File: src/hw/rtl/bdq_pkg.sv
// Shared types and operation/status codes for the bounded deque.
package bdq_pkg;

    typedef logic        [2:0]  t_op;
    typedef logic        [1:0]  t_status;
    typedef logic signed [31:0] t_value;
    typedef logic        [3:0]  t_index;
    typedef logic        [4:0]  t_size;

    localparam t_op OP_PUSH_FRONT = 3'd0;
    localparam t_op OP_PUSH_BACK  = 3'd1;
    localparam t_op OP_POP_FRONT  = 3'd2;
    localparam t_op OP_POP_BACK   = 3'd3;
    localparam t_op OP_READ       = 3'd4;
    localparam t_op OP_REMOVE     = 3'd5;

    localparam t_status ST_OK    = 2'd0;
    localparam t_status ST_EMPTY = 2'd1;
    localparam t_status ST_FULL  = 2'd2;
    localparam t_status ST_RANGE = 2'd3;

endpackage

File: src/hw/rtl/bdq_in_if.sv
// Request channel of the bounded deque: operation, value and index.
interface bdq_in_if;
    logic              valid;
    logic              ready;
    bdq_pkg::t_op      operation;
    bdq_pkg::t_value   value;
    bdq_pkg::t_index   index;

    modport source (output valid, output operation, output value, output index, input ready);
    modport sink   (input valid, input operation, input value, input index, output ready);
endinterface

File: src/hw/rtl/bdq_out_if.sv
// Response channel of the bounded deque: value, status and count after the operation.
interface bdq_out_if;
    logic              valid;
    logic              ready;
    bdq_pkg::t_value   result_value;
    bdq_pkg::t_status  status;
    bdq_pkg::t_size    size_after;

    modport source (output valid, output result_value, output status, output size_after,
                    input ready);
    modport sink   (input valid, input result_value, input status, input size_after,
                    output ready);
endinterface

File: src/hw/rtl/bounded_deque_with_value_removal.sv
// Bounded deque top level: ring memory, sequencer and result register.
//
// The deque holds up to DEPTH 32-bit entries in a single-port ring memory
// with registered read data; one ring-position adder (front plus offset,
// wrapped modulo DEPTH) serves every access. One request is handled at a
// time and the request side is ready only while the sequencer is idle.
// Push, error cases and unused codes go from accept straight to the done
// state; pop and read pass through a data state for the registered memory
// read; remove-all walks every entry with one read and at most one write
// through the same memory port. The result sits in its own register, so a
// new request is taken while a response waits.
module bounded_deque_with_value_removal #(
    parameter int DEPTH = 16
) (
    input  logic      i_clk,
    input  logic      i_rst_n,
    bdq_in_if.sink    i_req,
    bdq_out_if.source o_rsp
);
    import bdq_pkg::*;

    localparam int AW   = $clog2(DEPTH);
    localparam int CW   = $clog2(DEPTH + 1);
    localparam int CMPW = (CW > 4) ? CW : 4;

    localparam logic [2:0] S_IDLE   = 3'd0;
    localparam logic [2:0] S_RDATA  = 3'd1;
    localparam logic [2:0] S_RM_RD  = 3'd2;
    localparam logic [2:0] S_RM_CMP = 3'd3;
    localparam logic [2:0] S_DONE   = 3'd4;

    logic [2:0]    r_state, n_state;
    logic [AW-1:0] r_front, n_front;
    logic [CW-1:0] r_count, n_count;
    logic [CW-1:0] r_rd, n_rd;
    logic [CW-1:0] r_wr, n_wr;
    t_op           r_op, n_op;
    t_value        r_val, n_val;
    t_value        r_res, n_res;
    t_status       r_st, n_st;
    t_value        r_rdata;

    logic          r_out_valid;
    t_value        r_out_res;
    t_status       r_out_st;
    t_size         r_out_size;

    logic [31:0]   mem [DEPTH];
    logic          mem_we;
    logic          mem_re;
    logic [31:0]   mem_wdata;

    // shared ring-position unit
    logic [AW-1:0] ring_off;
    logic [AW:0]   ring_sum;
    logic [AW-1:0] ring_pos;

    logic          accept;
    logic          full;
    logic          empty;
    logic          out_free;

    assign accept   = i_req.valid && i_req.ready;
    assign full     = r_count >= CW'(DEPTH);
    assign empty    = r_count == '0;
    assign out_free = !r_out_valid || o_rsp.ready;

    assign ring_sum = {1'b0, r_front} + {1'b0, ring_off};
    assign ring_pos = (ring_sum >= (AW+1)'(DEPTH)) ? AW'(ring_sum - (AW+1)'(DEPTH))
                                                  : AW'(ring_sum);

    always_comb begin
        n_state   = r_state;
        n_front   = r_front;
        n_count   = r_count;
        n_rd      = r_rd;
        n_wr      = r_wr;
        n_op      = r_op;
        n_val     = r_val;
        n_res     = r_res;
        n_st      = r_st;
        ring_off  = '0;
        mem_we    = 1'b0;
        mem_re    = 1'b0;
        mem_wdata = r_rdata;

        case (r_state)
            S_IDLE: begin
                case (i_req.operation)
                    OP_PUSH_FRONT: ring_off = AW'(DEPTH - 1);
                    OP_PUSH_BACK:  ring_off = AW'(r_count);
                    OP_POP_BACK:   ring_off = AW'(r_count - 1'b1);
                    OP_READ:       ring_off = AW'(i_req.index);
                    default:       ring_off = '0;
                endcase
                mem_wdata = i_req.value;
                if (accept) begin
                    n_op  = i_req.operation;
                    n_val = i_req.value;
                    n_res = '0;
                    n_st  = ST_OK;
                    n_state = S_DONE;
                    case (i_req.operation)
                        OP_PUSH_FRONT: begin
                            if (full) begin
                                n_st = ST_FULL;
                            end else begin
                                mem_we  = 1'b1;
                                n_front = ring_pos;
                                n_count = r_count + 1'b1;
                            end
                        end
                        OP_PUSH_BACK: begin
                            if (full) begin
                                n_st = ST_FULL;
                            end else begin
                                mem_we  = 1'b1;
                                n_count = r_count + 1'b1;
                            end
                        end
                        OP_POP_FRONT, OP_POP_BACK: begin
                            if (empty) begin
                                n_st = ST_EMPTY;
                            end else begin
                                mem_re  = 1'b1;
                                n_state = S_RDATA;
                            end
                        end
                        OP_READ: begin
                            if (CMPW'(i_req.index) >= CMPW'(r_count)) begin
                                n_st = ST_RANGE;
                            end else begin
                                mem_re  = 1'b1;
                                n_state = S_RDATA;
                            end
                        end
                        OP_REMOVE: begin
                            n_rd    = '0;
                            n_wr    = '0;
                            n_state = S_RM_RD;
                        end
                        default: n_state = S_DONE;
                    endcase
                end
            end
            S_RDATA: begin
                ring_off = AW'(1);
                n_res    = r_rdata;
                n_state  = S_DONE;
                case (r_op)
                    OP_POP_FRONT: begin
                        n_front = ring_pos;
                        n_count = r_count - 1'b1;
                    end
                    OP_POP_BACK: n_count = r_count - 1'b1;
                    default:     n_count = r_count;
                endcase
            end
            S_RM_RD: begin
                ring_off = AW'(r_rd);
                if (r_rd == r_count) begin
                    n_count = r_wr;
                    n_state = S_DONE;
                end else begin
                    mem_re  = 1'b1;
                    n_state = S_RM_CMP;
                end
            end
            S_RM_CMP: begin
                // compact: keep the entry at the write position unless it matches
                ring_off = AW'(r_wr);
                if (r_rdata != r_val) begin
                    mem_we = 1'b1;
                    n_wr   = r_wr + 1'b1;
                end
                n_rd    = r_rd + 1'b1;
                n_state = S_RM_RD;
            end
            S_DONE: begin
                if (out_free) begin
                    n_state = S_IDLE;
                end
            end
            default: n_state = S_IDLE;
        endcase
    end

    always_ff @(posedge i_clk) begin
        if (!i_rst_n) begin
            r_state     <= S_IDLE;
            r_front     <= '0;
            r_count     <= '0;
            r_out_valid <= 1'b0;
        end else begin
            r_state <= n_state;
            r_front <= n_front;
            r_count <= n_count;
            if (r_state == S_DONE && out_free) begin
                r_out_valid <= 1'b1;
            end else if (o_rsp.ready) begin
                r_out_valid <= 1'b0;
            end
        end
    end

    always_ff @(posedge i_clk) begin
        r_rd  <= n_rd;
        r_wr  <= n_wr;
        r_op  <= n_op;
        r_val <= n_val;
        r_res <= n_res;
        r_st  <= n_st;
        if (r_state == S_DONE && out_free) begin
            r_out_res  <= r_res;
            r_out_st   <= r_st;
            r_out_size <= t_size'(r_count);
        end
    end

    // ring memory: one access per cycle, registered read
    always_ff @(posedge i_clk) begin
        if (mem_we) begin
            mem[ring_pos] <= mem_wdata;
        end
        if (mem_re) begin
            r_rdata <= mem[ring_pos];
        end
    end

    assign i_req.ready        = r_state == S_IDLE;
    assign o_rsp.valid        = r_out_valid;
    assign o_rsp.result_value = r_out_res;
    assign o_rsp.status       = r_out_st;
    assign o_rsp.size_after   = r_out_size;

    a_count_bound: assert property (@(posedge i_clk) disable iff (!i_rst_n)
        r_count <= CW'(DEPTH))
        else $error("entry count exceeds depth");

    a_rdata_nonempty: assert property (@(posedge i_clk) disable iff (!i_rst_n)
        (r_state == S_RDATA) |-> (r_count != '0))
        else $error("pop or read data phase on an empty deque");

    a_compact_order: assert property (@(posedge i_clk) disable iff (!i_rst_n)
        (r_state == S_RM_RD || r_state == S_RM_CMP) |-> (r_wr <= r_rd && r_rd <= r_count))
        else $error("removal write position ran ahead of read position");

    a_push_grows: assert property (@(posedge i_clk) disable iff (!i_rst_n)
        (accept && !full && (i_req.operation == OP_PUSH_FRONT
                             || i_req.operation == OP_PUSH_BACK))
        |=> (r_count == $past(r_count) + 1'b1))
        else $error("accepted push did not grow the deque");

endmodule

File: src/flat_wrapper.sv
// flat-port wrapper written by rule: the top's interface ports become plain ports
module bounded_deque_with_value_removal_flat import bdq_pkg::*;
#(
    parameter int DEPTH = 16
)
  (i_clk, i_rst_n, i_req_valid, i_req_operation, i_req_value, i_req_index, i_req_ready, o_rsp_valid, o_rsp_result_value, o_rsp_status, o_rsp_size_after, o_rsp_ready);
  bdq_in_if i_req_i ();
  bdq_out_if o_rsp_i ();
  input  logic i_clk;
  input  logic i_rst_n;
  input wire logic [$bits(i_req_i.valid)-1:0] i_req_valid;
  input wire logic [$bits(i_req_i.operation)-1:0] i_req_operation;
  input wire logic [$bits(i_req_i.value)-1:0] i_req_value;
  input wire logic [$bits(i_req_i.index)-1:0] i_req_index;
  output wire logic [$bits(i_req_i.ready)-1:0] i_req_ready;
  output wire logic [$bits(o_rsp_i.valid)-1:0] o_rsp_valid;
  output wire logic [$bits(o_rsp_i.result_value)-1:0] o_rsp_result_value;
  output wire logic [$bits(o_rsp_i.status)-1:0] o_rsp_status;
  output wire logic [$bits(o_rsp_i.size_after)-1:0] o_rsp_size_after;
  input wire logic [$bits(o_rsp_i.ready)-1:0] o_rsp_ready;
  assign i_req_i.valid = i_req_valid;
  assign i_req_i.operation = i_req_operation;
  assign i_req_i.value = i_req_value;
  assign i_req_i.index = i_req_index;
  assign i_req_ready = i_req_i.ready;
  assign o_rsp_valid = o_rsp_i.valid;
  assign o_rsp_result_value = o_rsp_i.result_value;
  assign o_rsp_status = o_rsp_i.status;
  assign o_rsp_size_after = o_rsp_i.size_after;
  assign o_rsp_i.ready = o_rsp_ready;
  bounded_deque_with_value_removal #(.DEPTH(DEPTH)) u_core (.i_clk(i_clk), .i_rst_n(i_rst_n), .i_req(i_req_i), .o_rsp(o_rsp_i));
endmodule
File: config.mk
export PLATFORM = sky130hd
export DESIGN_NAME = bounded_deque_with_value_removal_flat
export DESIGN_NICKNAME = d
export VERILOG_FILES = /design/src/hw/rtl/bdq_pkg.sv /design/src/hw/rtl/bdq_in_if.sv /design/src/hw/rtl/bdq_out_if.sv /design/src/hw/rtl/bounded_deque_with_value_removal.sv /design/src/flat_wrapper.sv
export SDC_FILE = /design/constraint.sdc
export NUM_CORES = 1
export LEC_CHECK = 0
export BUFFER_PORTS_ARGS = -buffer_cell sky130_fd_sc_hd__buf_2
export CAP_MARGIN = 40
export CORE_UTILIZATION = 45
export DETAILED_ROUTE_END_ITERATION = 10
export PLACE_DENSITY_LB_ADDON = 0.08
export SETUP_SLACK_MARGIN = 0.5
export SYNTH_ARGS = -nofsm -noshare
export SYNTH_HDL_FRONTEND = slang
export SYNTH_SLANG_ARGS = --single-unit
File: constraint.sdc
create_clock -name i_clk -period 11.1 [get_ports i_clk]
set_input_delay 1.11 -clock i_clk [delete_from_list [all_inputs] [get_ports i_clk]]
set_output_delay 1.11 -clock i_clk [all_outputs]
set_load 0.01 [all_outputs]
==> out/qor.txt <==
Startpoint Class: input pin
Iteration-0 DRC Markers: 1,250
TNS Setup: 0 ns
WL final: 63,900 µm
Vias: 12,900
Placer Congestion: 0.867
Seq/Total Area, Yosys: 75.3%
Final slew viol count: 0
CP required: 11.34 ns
Nature of the critical path endpoint: register
RSZ-0062 raised after global routing: no
Syn Std Cell Area: 0.0268 mm²
Antenna-violating nets left: 0
Post-synthesis mux area share: 15.8%
Post-synthesis instance total: 1,295
Final Cycle Share: 49.7%
Avg Synthesized Cell Area: 20.7 µm²
Yosys reg bits: 675
Die area: 0.0604 mm²
Yosys top cell area share: 74.3%
DP HPWL: 38,900 µm
Fraction of layout cells with a size suffix above 1: 28.6%
Crit path cell chain: buf_2, nor2b_1, o22ai_1, a22oi_1, o21ai_0, o21a_1, ha_4, buf_4, buf_4, nand2_1, a2111oi_4, buf_4
Slowest CP cell: a2111oi_4
Compound-Gate Fraction of Synth Area: 2.43%
Largest family of logic cells by synthesized area: multiplexers
Initial antenna violation count: 3
EDFF count, synth: 662
Total chip power: 5.84 mW
Global-route wire length before repair: 93,000 µm
Initial core utilization: 45.4%
Largest net degree at the start of global routing: 53
Dominant cells by area after synthesis: edfxtp_1 74%, mux4_2 11%, mux2i_1 3.7%
Critical path fanouts, max: 37
H-Tree Depth: 3
HP Class: register to register
Total CTS buffers: 71
Pre-CTS setup slack: 4.84 ns
Die width: 246 µm
Most frequent CP cell: buf_4
Max rail drop VDD: 0.000111 V
Post-Synth Simple-Gate Area: 2.88%
Xor and xnor fraction of the mapped netlist area: 1.70%
Max Clock Freq: 181 MHz
Wirelength per Cell: 28.2 µm
Hold wc startpoint: u_core.r_res[6]$_SDFFCE_PN0P_
Maximum clock path buffer count: 3
Worst slew margin: 38.6%
Crit path time final: 5.52 ns
Setup Skew: 0.0238 ns
Via density: 5.68
Crit. Startpoint: i_req_operation[0]
I/O pins: 84
CTS tree: built
GRT Util Overall: 21.8%
Vias in the first global route: 13,200
Pleak: 10.4 nW
Filler cell count: 4,603
Worst slew pin tran: 0.920 ns
CTS Sinks: 675
Post-CTS Hold Buffers: 0
Most common flop cell mapped by yosys: edfxtp_1
Core Region: 0.0589 mm²
PostCTS Resize Cnt: 0
Gr ovfl total: 0
Synth async-reset ratio: 0%
Port buffer count: 83
Setup WS post-layout: 5.58 ns
Top cell type by total area after synthesis: edfxtp_1
Area growth from synthesis to layout: 15.3%
Nets: 1,492
Diodes inserted: 0
Net Count, Synth: 1,350
CP peak stage delay: 0.83 ns
Final hold vios: 0
Post-CTS Setup Bufs: 0
FF-to-FF Start: u_core.r_state[1]$_SDFFE_PN0P_
TritonRoute pass-1 iters: 7
Clk pin slew, worst setup/hold paths: 0.06 ns
Max-cap violations: 0
Die Y: 246 µm
Final setup violation count: 0
Clk_lat worst skew: 0.61 ns
Synth Area in Adders: 0.589%
Kind of critical path: input pin to register
Power density over the cells: 189 mW/mm²
Synth Warn #: 0
Count of cell types in the netlist: 72
Clock root cell: clkbuf_16
DR DRC count: 0
Status: finished clean
Site Rows: 89
Crit path DAT: 5.76 ns
cell usage in the layout, fill, tap and decap left out, types with 11 or more instances in the layout:
cell and instances:
clkbuf_1 16, buf_2 83, mux2i_1 98, a211oi_4 12, mux4_2 128, edfxtp_1 662
dfxtp_1 13, a21oi_1 11, xor2_1 36, nor2_1 27, buf_4 39, clkinv_1 18
o21ai_0 12, and2_1 33, clkbuf_16 75, inv_1 13, nand2_1 25, mux2_2 33
final timing paths:
kind	end	slack, ns	cells after the start
worst min register to register	u_core.o_rsp.result_value[6]$_DFFE_PP_	0.42	0
worst max register to register	u_core.mem[9][9]$_DFFE_PP_	5.62	10
worst max-delay path	u_core.mem[9][9]$_DFFE_PP_	5.58	12
worst min-delay path	u_core.o_rsp.result_value[6]$_DFFE_PP_	0.42	0
routing by layer:
metal / GRT usage [%] / vias up / share of wire (%)
met3: 3.18 / 81 / 4.6
met5: 0 / - / 0
met1: 31.7 / 6849 / 46
li1: - / 5584 / -
met4: 6.17 / 0 / 2.0
met2: 34.3 / 347 / 48
cell usage after synthesis (3+ instances only):
cell type,instances
mux2i_1,98
mux2_2,33
a21oi_1,11
a211oi_1,18
edfxtp_1,662
nor4_1,9
o22ai_1,3
mux4_2,128
nand2b_1,5
buf_2,29
nand3_1,10
nand2_1,25
nor2_1,27
xor2_1,37
a31oi_1,3
o31ai_1,3
and2_1,34
xnor2_1,8
and3_1,3
o21a_1,4
a22oi_1,5
buf_6,3
ha_1,11
clkbuf_1,28
inv_1,13
o21ai_0,12
nor2b_1,3
dfxtp_1,13
through the flow:
step | cells | cell area (µm²) | hold slack, ns | utilization (%)
detailed placement | 2137 | 28600 | 0.405 | 48.5
finish | 2264 | 30800 | 0.416 | 52.4
CTS | 2264 | 30800 | 0.408 | 52.4
global route | 2264 | 30800 | 0.419 | 52.4
global placement | 2127 | 28400 | 0.401 | 48.2
floorplan | 1295 | 26800 | 0.400 | -
cell type report:
type	instances	area [µm²]	share of cell area, %
sequential	675	20100	65.3
inverter	13	48.8	0.158
tap	773	967	3.14
multi-input combinational	544	6520	21.1
clock inverter	36	325	1.05
clock buffer	91	1940	6.28
timing repair buffer	132	905	2.93
worst max-delay path, delay by kind of cell:
kind                     cells  cell delay, ns
AND/OR/NAND/NOR              2            0.44
buffers and inverters        4            1.99
AO/OA/AOI/OAI                5            1.52
adder cells (fa/ha/maj)      1            0.61
report_power, final:
| part | internal, mW | total [mW] | switching (mW) |
|---|---|---|---|
| Combinational | 0.229 | 0.580 | 0.352 |
| Sequential | 2.91 | 2.93 | 0.0248 |
| Clock | 1.37 | 2.33 | 0.959 |
| Total | 4.51 | 5.84 | 1.34 |
flip-flops by register name, indices dropped and copies added (netlist names):
name and flops:
u_core.mem 512, u_core.o_rsp.result_value 32, u_core.o_rsp.size_after 5, u_core.o_rsp.status 2, u_core.o_rsp.valid 1, u_core.r_count 5, u_core.r_front 4, u_core.r_op 3
u_core.r_rd 5, u_core.r_rdata 32, u_core.r_res 32, u_core.r_st 2, u_core.r_state 3, u_core.r_val 32, u_core.r_wr 5
kinds of logic (layout without fill, tap and decap cells):
group,Yosys count,in the layout
flip-flops,675,675
multiplexers,259,259
AND/OR/NAND/NOR,138,138
AO/OA/AOI/OAI,87,87
buffers and inverters,76,272
XOR/XNOR,48,48
adder cells (fa/ha/maj),12,12
Power figures use the tool's default switching activity.
